<file path="src/rtl/core/ufrb_pkg.sv">
// ----------------------------------------------------------------------------
// ufrb_pkg
// Shared types and constants for the uart fifo register block.
// ----------------------------------------------------------------------------
`default_nettype none

package ufrb_pkg;

  // fifo geometry
  localparam int FIFO_DEPTH = 16;
  localparam int PTR_W      = (FIFO_DEPTH > 1) ? $clog2(FIFO_DEPTH) : 1;
  localparam int LVL_W      = $clog2(FIFO_DEPTH + 1);

  // register port geometry
  localparam int CFG_IDX_W  = 2;
  localparam int CFG_DATA_W = 8;
  localparam int THR_W      = 8;
  // threshold compare width, wide enough for an 8-bit threshold and any level
  localparam int CMP_W      = (LVL_W > THR_W + 1) ? LVL_W : THR_W + 1;

  localparam int ACT_W      = 3;
  localparam int BYTE_W     = 8;

  // access codes
  typedef enum logic [ACT_W-1:0] {
    ACT_READ    = 3'd0,
    ACT_WRITE   = 3'd1,
    ACT_INJECT  = 3'd2,
    ACT_CONSUME = 3'd3,
    ACT_PEEK    = 3'd4
  } action_e;

  // register indexes
  typedef enum logic [CFG_IDX_W-1:0] {
    CFG_UART_EN   = 2'd0,
    CFG_LOOPBACK  = 2'd1,
    CFG_RX_IRQ_EN = 2'd2,
    CFG_IRQ_THR   = 2'd3
  } cfg_idx_e;

  // controller to datapath
  typedef struct packed {
    logic capture;
    logic execute;
  } cmd_t;

  // datapath to controller
  typedef struct packed {
    logic out_free;
  } status_t;

endpackage

`default_nettype wire

</file>
<file path="src/rtl/core/ufrb_if.sv">
// ----------------------------------------------------------------------------
// ufrb_if
// Valid/ready channels for access transactions and their results.
// ----------------------------------------------------------------------------
`default_nettype none

interface ufrb_in_if;
  import ufrb_pkg::*;

  logic              valid;
  logic              ready;
  logic [ACT_W-1:0]  action;
  logic [BYTE_W-1:0] byte_in;

  modport source (output valid, output action, output byte_in, input ready);
  modport sink   (input valid, input action, input byte_in, output ready);
endinterface

interface ufrb_out_if;
  import ufrb_pkg::*;

  logic              valid;
  logic              ready;
  logic [BYTE_W-1:0] byte_out;
  logic              ok;
  logic [LVL_W-1:0]  tx_level;
  logic [LVL_W-1:0]  rx_level;
  logic              tx_space;
  logic              rx_ready;
  logic              rx_full;
  logic              tx_full;
  logic              rx_irq;

  modport source (
    output valid, output byte_out, output ok, output tx_level, output rx_level,
    output tx_space, output rx_ready, output rx_full, output tx_full,
    output rx_irq, input ready
  );
  modport sink (
    input valid, input byte_out, input ok, input tx_level, input rx_level,
    input tx_space, input rx_ready, input rx_full, input tx_full,
    input rx_irq, output ready
  );
endinterface

`default_nettype wire

</file>
<file path="src/rtl/core/uart_fifo_register_block.sv">
// Results: an accepted transaction runs once the result register is free and
//   its result is registered; the controller accepts, then executes, a
//   transaction before taking the next; one transaction is taken while a result waits.
// Reset: rst_ni is asynchronous, active low; both fifos come up empty,
//   loopback and rx interrupt off, threshold 1. Fifo contents are not cleared.
// ----------------------------------------------------------------------------
// uart_fifo_register_block
// UART register front end with transmit and receive byte fifos.
// ----------------------------------------------------------------------------
`default_nettype none

module uart_fifo_register_block (
  input  wire logic                            clk_i,
  input  wire logic                            rst_ni,
  input  wire logic                            cfg_we_i,
  input  wire logic [ufrb_pkg::CFG_IDX_W-1:0]  cfg_idx_i,
  input  wire logic [ufrb_pkg::CFG_DATA_W-1:0] cfg_wdata_i,
  ufrb_in_if.sink                              in_if,
  ufrb_out_if.source                           out_if
);
  import ufrb_pkg::*;

  cmd_t    cmd;
  status_t status;

  // access sequencer
  ufrb_ctrl u_ctrl (
    .clk_i      (clk_i),
    .rst_ni     (rst_ni),
    .in_valid_i (in_if.valid),
    .in_ready_o (in_if.ready),
    .cmd_o      (cmd),
    .status_i   (status)
  );

  // fifos, config and result register
  ufrb_datapath u_datapath (
    .clk_i       (clk_i),
    .rst_ni      (rst_ni),
    .cfg_we_i    (cfg_we_i),
    .cfg_idx_i   (cfg_idx_i),
    .cfg_wdata_i (cfg_wdata_i),
    .action_i    (in_if.action),
    .byte_in_i   (in_if.byte_in),
    .cmd_i       (cmd),
    .status_o    (status),
    .out_ready_i (out_if.ready),
    .out_valid_o (out_if.valid),
    .byte_out_o  (out_if.byte_out),
    .ok_o        (out_if.ok),
    .tx_level_o  (out_if.tx_level),
    .rx_level_o  (out_if.rx_level),
    .tx_space_o  (out_if.tx_space),
    .rx_ready_o  (out_if.rx_ready),
    .rx_full_o   (out_if.rx_full),
    .tx_full_o   (out_if.tx_full),
    .rx_irq_o    (out_if.rx_irq)
  );

endmodule

`default_nettype wire

</file>
<file path="src/rtl/core/ufrb_ctrl.sv">
// ----------------------------------------------------------------------------
// ufrb_ctrl
// Access sequencer: takes one transaction, then runs it once the result
// register can take the outcome.
// ----------------------------------------------------------------------------
`default_nettype none

module ufrb_ctrl (
  input  wire logic             clk_i,
  input  wire logic             rst_ni,
  input  wire logic             in_valid_i,
  output logic                  in_ready_o,
  output ufrb_pkg::cmd_t        cmd_o,
  input  wire ufrb_pkg::status_t status_i
);
  import ufrb_pkg::*;

  typedef enum logic {
    S_IDLE,
    S_EXEC
  } state_e;

  state_e state_q;

  // accept only while no access is pending
  assign in_ready_o     = (state_q == S_IDLE);
  assign cmd_o.capture  = in_valid_i && in_ready_o;
  assign cmd_o.execute  = (state_q == S_EXEC) && status_i.out_free;

  // state register
  always_ff @(posedge clk_i or negedge rst_ni) begin
    if (!rst_ni) begin
      state_q <= S_IDLE;
    end else begin
      case (state_q)
        S_IDLE: begin
          if (in_valid_i) state_q <= S_EXEC;
        end
        S_EXEC: begin
          if (status_i.out_free) state_q <= S_IDLE;
        end
        default: state_q <= S_IDLE;
      endcase
    end
  end

endmodule

`default_nettype wire

</file>
<file path="src/rtl/core/ufrb_datapath.sv">
// ----------------------------------------------------------------------------
// ufrb_datapath
// Config registers, transmit and receive byte fifos and the result register.
// ----------------------------------------------------------------------------
`default_nettype none

module ufrb_datapath (
  input  wire logic                            clk_i,
  input  wire logic                            rst_ni,
  // register port
  input  wire logic                            cfg_we_i,
  input  wire logic [ufrb_pkg::CFG_IDX_W-1:0]  cfg_idx_i,
  input  wire logic [ufrb_pkg::CFG_DATA_W-1:0] cfg_wdata_i,
  // access payload
  input  wire logic [ufrb_pkg::ACT_W-1:0]      action_i,
  input  wire logic [ufrb_pkg::BYTE_W-1:0]     byte_in_i,
  // control
  input  wire ufrb_pkg::cmd_t                  cmd_i,
  output ufrb_pkg::status_t                    status_o,
  // result
  input  wire logic                            out_ready_i,
  output logic                                 out_valid_o,
  output logic [ufrb_pkg::BYTE_W-1:0]          byte_out_o,
  output logic                                 ok_o,
  output logic [ufrb_pkg::LVL_W-1:0]           tx_level_o,
  output logic [ufrb_pkg::LVL_W-1:0]           rx_level_o,
  output logic                                 tx_space_o,
  output logic                                 rx_ready_o,
  output logic                                 rx_full_o,
  output logic                                 tx_full_o,
  output logic                                 rx_irq_o
);
  import ufrb_pkg::*;

  localparam logic [LVL_W-1:0] LVL_FULL = LVL_W'(FIFO_DEPTH);
  localparam logic [PTR_W-1:0] PTR_LAST = PTR_W'(FIFO_DEPTH - 1);

  // config registers (the uart enable bit has no effect and is not kept)
  logic             loopback_q;
  logic             rx_irq_en_q;
  logic [THR_W-1:0] irq_thr_q;

  // captured access
  logic [ACT_W-1:0]  act_q;
  logic [BYTE_W-1:0] byte_q;

  // fifo storage and pointers
  logic [BYTE_W-1:0] tx_mem [FIFO_DEPTH];
  logic [BYTE_W-1:0] rx_mem [FIFO_DEPTH];
  logic [PTR_W-1:0]  tx_head_q, tx_tail_q, rx_head_q, rx_tail_q;
  logic [LVL_W-1:0]  tx_cnt_q, rx_cnt_q, tx_cnt_d, rx_cnt_d;

  // result register
  logic              out_valid_q;
  logic [BYTE_W-1:0] byte_out_q;
  logic              ok_q;
  logic [LVL_W-1:0]  tx_level_q, rx_level_q;
  logic              tx_space_q, rx_ready_q, rx_full_q, tx_full_q, rx_irq_q;

  // access decode
  logic tx_push, rx_push, tx_pop, rx_pop, peek;
  logic tx_push_ok, rx_push_ok, tx_pop_ok, rx_pop_ok;
  logic tx_is_full, rx_is_full;
  logic [CMP_W-1:0] thr_eff;
  logic             irq_d;

  assign status_o.out_free = !out_valid_q || out_ready_i;

  // config writes
  always_ff @(posedge clk_i or negedge rst_ni) begin
    if (!rst_ni) begin
      loopback_q  <= 1'b0;
      rx_irq_en_q <= 1'b0;
      irq_thr_q   <= THR_W'(1);
    end else if (cfg_we_i) begin
      case (cfg_idx_e'(cfg_idx_i))
        CFG_LOOPBACK:  loopback_q  <= cfg_wdata_i[0];
        CFG_RX_IRQ_EN: rx_irq_en_q <= cfg_wdata_i[0];
        CFG_IRQ_THR:   irq_thr_q   <= cfg_wdata_i[THR_W-1:0];
        default:       ;
      endcase
    end
  end

  // capture the accepted transaction
  always_ff @(posedge clk_i) begin
    if (cmd_i.capture) begin
      act_q  <= action_i;
      byte_q <= byte_in_i;
    end
  end

  // decode and fifo outcome
  always_comb begin
    tx_push = 1'b0;
    rx_push = 1'b0;
    tx_pop  = 1'b0;
    rx_pop  = 1'b0;
    peek    = 1'b0;
    case (act_q)
      ACT_READ:    rx_pop  = 1'b1;
      ACT_WRITE: begin
        rx_push = loopback_q;
        tx_push = !loopback_q;
      end
      ACT_INJECT:  rx_push = 1'b1;
      ACT_CONSUME: tx_pop  = 1'b1;
      ACT_PEEK:    peek    = 1'b1;
      default:     ;
    endcase

    tx_is_full = (tx_cnt_q == LVL_FULL);
    rx_is_full = (rx_cnt_q == LVL_FULL);
    tx_push_ok = tx_push && !tx_is_full;
    rx_push_ok = rx_push && !rx_is_full;
    tx_pop_ok  = tx_pop && (tx_cnt_q != '0);
    rx_pop_ok  = rx_pop && (rx_cnt_q != '0);

    tx_cnt_d = tx_cnt_q;
    rx_cnt_d = rx_cnt_q;
    if (tx_push_ok) tx_cnt_d = tx_cnt_q + LVL_W'(1);
    if (tx_pop_ok)  tx_cnt_d = tx_cnt_q - LVL_W'(1);
    if (rx_push_ok) rx_cnt_d = rx_cnt_q + LVL_W'(1);
    if (rx_pop_ok)  rx_cnt_d = rx_cnt_q - LVL_W'(1);

    // out-of-range threshold behaves as one
    if (irq_thr_q == '0 || CMP_W'(irq_thr_q) > CMP_W'(FIFO_DEPTH)) begin
      thr_eff = CMP_W'(1);
    end else begin
      thr_eff = CMP_W'(irq_thr_q);
    end
    irq_d = rx_irq_en_q && (CMP_W'(rx_cnt_d) >= thr_eff);
  end

  // fifo pointers and counts
  always_ff @(posedge clk_i or negedge rst_ni) begin
    if (!rst_ni) begin
      tx_head_q <= '0;
      tx_tail_q <= '0;
      rx_head_q <= '0;
      rx_tail_q <= '0;
      tx_cnt_q  <= '0;
      rx_cnt_q  <= '0;
    end else if (cmd_i.execute) begin
      if (tx_push_ok) tx_tail_q <= (tx_tail_q == PTR_LAST) ? '0 : tx_tail_q + PTR_W'(1);
      if (rx_push_ok) rx_tail_q <= (rx_tail_q == PTR_LAST) ? '0 : rx_tail_q + PTR_W'(1);
      if (tx_pop_ok)  tx_head_q <= (tx_head_q == PTR_LAST) ? '0 : tx_head_q + PTR_W'(1);
      if (rx_pop_ok)  rx_head_q <= (rx_head_q == PTR_LAST) ? '0 : rx_head_q + PTR_W'(1);
      tx_cnt_q <= tx_cnt_d;
      rx_cnt_q <= rx_cnt_d;
    end
  end

  // fifo storage writes
  always_ff @(posedge clk_i) begin
    if (cmd_i.execute && tx_push_ok) tx_mem[tx_tail_q] <= byte_q;
    if (cmd_i.execute && rx_push_ok) rx_mem[rx_tail_q] <= byte_q;
  end

  // result payload, popped byte read straight into the register
  always_ff @(posedge clk_i) begin
    if (cmd_i.execute) begin
      if (rx_pop_ok) begin
        byte_out_q <= rx_mem[rx_head_q];
      end else if (tx_pop_ok) begin
        byte_out_q <= tx_mem[tx_head_q];
      end else begin
        byte_out_q <= '0;
      end
      ok_q       <= tx_push_ok || rx_push_ok || tx_pop_ok || rx_pop_ok || peek;
      tx_level_q <= tx_cnt_d;
      rx_level_q <= rx_cnt_d;
      tx_space_q <= (tx_cnt_d != LVL_FULL);
      rx_ready_q <= (rx_cnt_d != '0);
      rx_full_q  <= (rx_cnt_d == LVL_FULL);
      tx_full_q  <= (tx_cnt_d == LVL_FULL);
      rx_irq_q   <= irq_d;
    end
  end

  // result valid
  always_ff @(posedge clk_i or negedge rst_ni) begin
    if (!rst_ni) begin
      out_valid_q <= 1'b0;
    end else if (cmd_i.execute) begin
      out_valid_q <= 1'b1;
    end else if (out_ready_i) begin
      out_valid_q <= 1'b0;
    end
  end

  assign out_valid_o = out_valid_q;
  assign byte_out_o  = byte_out_q;
  assign ok_o        = ok_q;
  assign tx_level_o  = tx_level_q;
  assign rx_level_o  = rx_level_q;
  assign tx_space_o  = tx_space_q;
  assign rx_ready_o  = rx_ready_q;
  assign rx_full_o   = rx_full_q;
  assign tx_full_o   = tx_full_q;
  assign rx_irq_o    = rx_irq_q;

  // fill counts never pass the depth
  a_tx_cnt_range: assert property (@(posedge clk_i) disable iff (!rst_ni)
    tx_cnt_q <= LVL_FULL)
    else $error("tx fill count above depth");

  a_rx_cnt_range: assert property (@(posedge clk_i) disable iff (!rst_ni)
    rx_cnt_q <= LVL_FULL)
    else $error("rx fill count above depth");

  // a new result never overwrites one that is still waiting
  a_no_overwrite: assert property (@(posedge clk_i) disable iff (!rst_ni)
    cmd_i.execute |-> (!out_valid_q || out_ready_i))
    else $error("result register overwritten");

  // a nonzero byte only comes from a successful pop
  a_byte_needs_ok: assert property (@(posedge clk_i) disable iff (!rst_ni)
    (out_valid_q && byte_out_q != '0) |-> ok_q)
    else $error("byte returned without a successful pop");

  // result level reflects the count after the transaction
  a_level_tracks: assert property (@(posedge clk_i) disable iff (!rst_ni)
    cmd_i.execute |=> (rx_level_q == rx_cnt_q && tx_level_q == tx_cnt_q))
    else $error("result levels do not match fifo counts");

endmodule

`default_nettype wire

</file>
<file path="src/flat_wrapper.sv">
// flat-port wrapper written by rule: the top's interface ports become plain ports
module uart_fifo_register_block_flat import ufrb_pkg::*;
  (clk_i, rst_ni, cfg_we_i, cfg_idx_i, cfg_wdata_i, in_if_valid, in_if_action, in_if_byte_in, in_if_ready, out_if_valid, out_if_byte_out, out_if_ok, out_if_tx_level, out_if_rx_level, out_if_tx_space, out_if_rx_ready, out_if_rx_full, out_if_tx_full, out_if_rx_irq, out_if_ready);
  ufrb_in_if in_if_i ();
  ufrb_out_if out_if_i ();
  input  wire logic clk_i;
  input  wire logic rst_ni;
  input  wire logic cfg_we_i;
  input  wire logic [ufrb_pkg::CFG_IDX_W-1:0] cfg_idx_i;
  input  wire logic [ufrb_pkg::CFG_DATA_W-1:0] cfg_wdata_i;
  input wire logic [$bits(in_if_i.valid)-1:0] in_if_valid;
  input wire logic [$bits(in_if_i.action)-1:0] in_if_action;
  input wire logic [$bits(in_if_i.byte_in)-1:0] in_if_byte_in;
  output wire logic [$bits(in_if_i.ready)-1:0] in_if_ready;
  output wire logic [$bits(out_if_i.valid)-1:0] out_if_valid;
  output wire logic [$bits(out_if_i.byte_out)-1:0] out_if_byte_out;
  output wire logic [$bits(out_if_i.ok)-1:0] out_if_ok;
  output wire logic [$bits(out_if_i.tx_level)-1:0] out_if_tx_level;
  output wire logic [$bits(out_if_i.rx_level)-1:0] out_if_rx_level;
  output wire logic [$bits(out_if_i.tx_space)-1:0] out_if_tx_space;
  output wire logic [$bits(out_if_i.rx_ready)-1:0] out_if_rx_ready;
  output wire logic [$bits(out_if_i.rx_full)-1:0] out_if_rx_full;
  output wire logic [$bits(out_if_i.tx_full)-1:0] out_if_tx_full;
  output wire logic [$bits(out_if_i.rx_irq)-1:0] out_if_rx_irq;
  input wire logic [$bits(out_if_i.ready)-1:0] out_if_ready;
  assign in_if_i.valid = in_if_valid;
  assign in_if_i.action = in_if_action;
  assign in_if_i.byte_in = in_if_byte_in;
  assign in_if_ready = in_if_i.ready;
  assign out_if_valid = out_if_i.valid;
  assign out_if_byte_out = out_if_i.byte_out;
  assign out_if_ok = out_if_i.ok;
  assign out_if_tx_level = out_if_i.tx_level;
  assign out_if_rx_level = out_if_i.rx_level;
  assign out_if_tx_space = out_if_i.tx_space;
  assign out_if_rx_ready = out_if_i.rx_ready;
  assign out_if_rx_full = out_if_i.rx_full;
  assign out_if_tx_full = out_if_i.tx_full;
  assign out_if_rx_irq = out_if_i.rx_irq;
  assign out_if_i.ready = out_if_ready;
  uart_fifo_register_block u_core (.clk_i(clk_i), .rst_ni(rst_ni), .cfg_we_i(cfg_we_i), .cfg_idx_i(cfg_idx_i), .cfg_wdata_i(cfg_wdata_i), .in_if(in_if_i), .out_if(out_if_i));
endmodule
</file>
<file path="config.mk">
export PLATFORM = sky130hd
export DESIGN_NAME = uart_fifo_register_block_flat
export DESIGN_NICKNAME = d
export VERILOG_FILES = /design/src/rtl/core/ufrb_pkg.sv /design/src/rtl/core/ufrb_if.sv /design/src/rtl/core/uart_fifo_register_block.sv /design/src/rtl/core/ufrb_ctrl.sv /design/src/rtl/core/ufrb_datapath.sv /design/src/flat_wrapper.sv
export SDC_FILE = /design/constraint.sdc
export NUM_CORES = 1
export LEC_CHECK = 0
export BUFFER_PORTS_ARGS = -buffer_cell sky130_fd_sc_hd__buf_2
export CAP_MARGIN = 10
export CORE_MARGIN = 2
export CORE_UTILIZATION = 50
export CTS_BUF_LIST = sky130_fd_sc_hd__clkbuf_2 sky130_fd_sc_hd__clkbuf_4 sky130_fd_sc_hd__clkbuf_8
export DETAILED_ROUTE_END_ITERATION = 12
export MAX_ROUTING_LAYER = met4
export PLACE_DENSITY = 0.67
export SLEW_MARGIN = 20
export SYNTH_ARGS = -nofsm -noshare
export SYNTH_HDL_FRONTEND = slang
export SYNTH_SLANG_ARGS = --single-unit
</file>
<file path="constraint.sdc">
create_clock -name clk_i -period 3.9 [get_ports clk_i]
set_input_delay 0.39 -clock clk_i [delete_from_list [all_inputs] [get_ports clk_i]]
set_output_delay 0.39 -clock clk_i [all_outputs]
set_load 0.02 [all_outputs]
</file>
==> impl_metrics.env <==
export IMPL_run_status="finished, final reports clean"
export IMPL_synth_distinct_cells=61
export IMPL_cts_sinks=329
export IMPL_setup_violations=0
export IMPL_crit_fanout=8
export IMPL_cp_end_kind="flip-flop"
export IMPL_fmax_ghz=0.316
export IMPL_fin_area_sq_um=15300
export IMPL_tightest_slew_ns=1.09
export IMPL_avgSynthCellArea_sq_um=18.7
export IMPL_antenna_cells=0
export IMPL_cts_max_level=2
export IMPL_syn_to_final_growth_pct=14.0
export IMPL_yosys_area_share_simple=0.0558
export IMPL_clk_pin_slew_worst_paths_ns=0.06
export IMPL_io_buffers=51
export IMPL_layout_drive_gt1_share=0.293
export IMPL_rows=60
export IMPL_layout_min_cycle_time_ns=3.16
export IMPL_hold_viol=0
export IMPL_grt_pass1_wl_mm=43.3
export IMPL_vias=7147
export IMPL_synth_compound_area_frac=0.0356
export IMPL_wire_per_inst_um=23.6
export IMPL_powerDensity_nw_per_um2=662
export IMPL_grt_total_usage=0.211
export IMPL_fp_dieW_um=168
export IMPL_synth_area_sq_um=13500
export IMPL_drc=0
export IMPL_drtPass1Iterations=5
export IMPL_finalWirelength_mm=28.3
export IMPL_seq_area_frac_synth=0.720
export IMPL_p_clk_frac=0.276
export IMPL_cp_data_arrival_time_ns=3.49
export IMPL_syn_num_nets=765
export IMPL_placed_area_sq_um=14100
export IMPL_hold_class="in2reg"
export IMPL_critical_path_class="reg2reg"
export IMPL_fin_worst_skew_ns=0.0237
export IMPL_combPwrFrac=0.248
export IMPL_ys_flop_type="edfxtp_1"
export IMPL_postRouteAntennaNets=0
export IMPL_num_io_pins=52
export IMPL_fillCellCount=1981
export IMPL_clock_latency_ns=0.58
export IMPL_coreArea_sq_um=26700
export IMPL_switching_share=0.309
export IMPL_whs_ns=0.0411
export IMPL_clockBufferDepth=3
export IMPL_finalNonFillerCells=1200
export IMPL_p_leak_uw=0.00524
export IMPL_detailed_place_hpwl_mm=18.2
export IMPL_synth_enable_flop_cells=291
export IMPL_synth_top_family_by_area="multiplexers"
export IMPL_cap_violations=0
export IMPL_required_ns=4.22
export IMPL_root_buffer="clkbuf_8"
export IMPL_relSlewSlack=0.271
export IMPL_fin_crit_sh=0.811
export IMPL_gp_congestion=0.858
export IMPL_gr_total_overflow=0
export IMPL_final_setup_tns_ns=0
export IMPL_final_nets=866
export IMPL_placed_cells=1094
export IMPL_rsz0062_at_grt="false"
export IMPL_grt_pass1_vias=7310
export IMPL_grt_max_degree=39
export IMPL_p_sw_uw=3140
export IMPL_drt_iter0_drc=725
export IMPL_synth_area_mux_share=0.147
export IMPL_numCtsBuffers=51
export IMPL_synth_xor_area_frac=0.00847
export IMPL_slew_viol_final=0
export IMPL_start_kind="flip-flop"
export IMPL_avgViaCountPerCell=5.96
export IMPL_ys_ff_latch=329
export IMPL_syn_inst=720
export IMPL_synthAdderAreaFrac=0.0177
export IMPL_cts_tree="built"
export IMPL_die_h_um=168
export IMPL_antenna_found_initial=0
export IMPL_yosys_warnings=0
export IMPL_p_seq_frac=0.476
export IMPL_async_flop_share=0.116
export IMPL_max_vdd_ir_drop_uv=228
export IMPL_p_int_uw=7010
export IMPL_start_util=0.505
export IMPL_dieArea_sq_um=28200
worst max-delay path: stages (launching register included):
cell and delay, ns:
dfrtp_1 0.44, inv_1 0.14, ha_1 0.24, or3b_2 0.48
a21o_1 0.29, a21oi_2 0.26, xnor2_1 0.16, inv_1 0.07
ha_1 0.28, nand2b_1 0.14, a21oi_1 0.14, nor2b_1 0.05
o21ai_0 0.15, a21oi_1 0.08
path summary, 6_finish.rpt:
check                                                    from                              to  slack, ns  depth (start not counted)
min in group asynchronous                              rst_ni  u_core.u_datapath.irq_thr_q[1]       0.52                          2
worst max-delay path            u_core.u_datapath.rx_cnt_q[0]      u_core.u_datapath.rx_irq_o       0.74                         13
max in group asynchronous                              rst_ni  u_core.u_datapath.tx_head_q[0]       2.67                          2
worst min register to register  u_core.u_datapath.out_valid_o   u_core.u_datapath.out_valid_o       0.51                          2
worst max register to register  u_core.u_datapath.rx_cnt_q[0]      u_core.u_datapath.rx_irq_o       0.74                         13
worst min-delay path                         in_if_byte_in[5]     u_core.u_datapath.byte_q[5]       0.04                          1
power by group through the flow:
stage / Combinational (uW) / Sequential, uW / Clock, uW
floorplan: 1830 / 4700 / 0
global placement: 2300 / 4950 / 0
detailed placement: 2420 / 4960 / 0
CTS: 2450 / 4890 / 2860
global route: 2710 / 4890 / 3020
finish: 2520 / 4830 / 2800
state kept, by name, summed over array words and instances, names as in the netlist, 3 cells and up:
name	cells
u_core.u_datapath.rx_tail_q	4
u_core.u_datapath.rx_mem	128
u_core.u_datapath.byte_out_o	8
u_core.u_datapath.tx_mem	128
u_core.u_datapath.tx_level_o	5
u_core.u_datapath.byte_q	8
u_core.u_datapath.tx_head_q	4
u_core.u_datapath.tx_tail_q	4
u_core.u_datapath.irq_thr_q	8
u_core.u_datapath.tx_cnt_q	5
u_core.u_datapath.rx_head_q	4
u_core.u_datapath.rx_cnt_q	5
u_core.u_datapath.rx_level_o	5
u_core.u_datapath.act_q	3
cells in the mapped netlist (14+ instances only):
| cell | instances | area [sq um] |
|---|---|---|
| ha_1 | 19 | 238 |
| edfxtp_1 | 291 | 8740 |
| nand3_1 | 14 | 70.1 |
| clkbuf_1 | 16 | 60.1 |
| nand2_1 | 30 | 113 |
| dfrtp_1 | 37 | 926 |
| nor2_1 | 27 | 101 |
| mux2_2 | 16 | 180 |
| mux4_2 | 72 | 1620 |
| mux2i_1 | 18 | 180 |
| o21ai_0 | 14 | 70.1 |
| inv_1 | 14 | 52.6 |
final cells by class:
class | instances | area [sq um] | share of cell area
clock buffer | 71 | 877 | 0.0572
clock inverter | 20 | 125 | 0.00816
inverter | 14 | 52.6 | 0.00343
multi-input combinational | 345 | 3560 | 0.232
sequential | 329 | 9690 | 0.632
tap | 341 | 427 | 0.0278
timing repair buffer | 80 | 599 | 0.0391
kinds of logic (layout without fill, tap and decap cells):
group	Yosys count	in the layout
flip-flops	329	329
AND/OR/NAND/NOR	137	137
multiplexers	106	106
AO/OA/AOI/OAI	70	70
buffers and inverters	46	185
adder cells (fa/ha/maj)	19	19
XOR/XNOR	13	13
through the flow:
step	util	worst slack [ns]	power [uW]
2_1_floorplan	-	1.02	6530
3_3_place_gp	0.528	0.839	7250
3_5_place_dp	0.530	0.731	7380
4_1_cts	0.571	0.723	10200
5_1_grt	0.576	0.499	10600
6_report	0.576	0.737	10200
repair_timing:
| item | in CTS | in global routing |
|---|---|---|
| setup buffers | 0 | 0 |
| hold buffers | 9 | 1 |
| gates resized for setup | 0 | 0 |
| endpoints found under the hold margin | 41 | 1 |
per-layer routing:
metal  part of all wire  GRT usage  vias to the layer above  wire length [um]
met4              0.029     0.0741                        0               818
met2               0.48      0.327                      292             13600
met1               0.42      0.286                     3683             12000
met3              0.065     0.0357                       61              1840
met5                  0          -                        -                 0
li1                   -          -                     3111                 -
layout by cell type, fill, tap and decap left out, types with 4 or more instances in the layout:
| cell type | synthesis | final |
|---|---|---|
| xnor2_1 | 10 | 10 |
| mux2_2 | 16 | 16 |
| o21a_1 | 4 | 4 |
| a21o_1 | 12 | 12 |
| clkbuf_4 | 0 | 16 |
| ha_1 | 19 | 19 |
| clkinv_1 | 0 | 11 |
| nor4_1 | 4 | 4 |
| buf_4 | 1 | 9 |
| nand3_1 | 14 | 14 |
| a31oi_1 | 4 | 4 |
| dfrtp_1 | 37 | 34 |
| and3_1 | 7 | 7 |
| clkbuf_8 | 0 | 55 |
| mux2i_1 | 18 | 18 |
| o22ai_1 | 8 | 8 |
| nand4_1 | 4 | 4 |
| and2_1 | 12 | 12 |
| clkinv_2 | 0 | 5 |
| nand2_1 | 30 | 30 |
| nor2_1 | 27 | 27 |
| mux4_2 | 72 | 72 |
| nand2b_1 | 5 | 5 |
| buf_2 | 9 | 51 |
| edfxtp_1 | 291 | 291 |
| dlygate4sd3_1 | 0 | 10 |
| nor3_1 | 11 | 11 |
| a21oi_1 | 8 | 8 |
| o21ai_0 | 14 | 14 |
| inv_1 | 14 | 14 |
| buf_8 | 0 | 6 |
No activity file was read; power rests on OpenSTA's default activity.
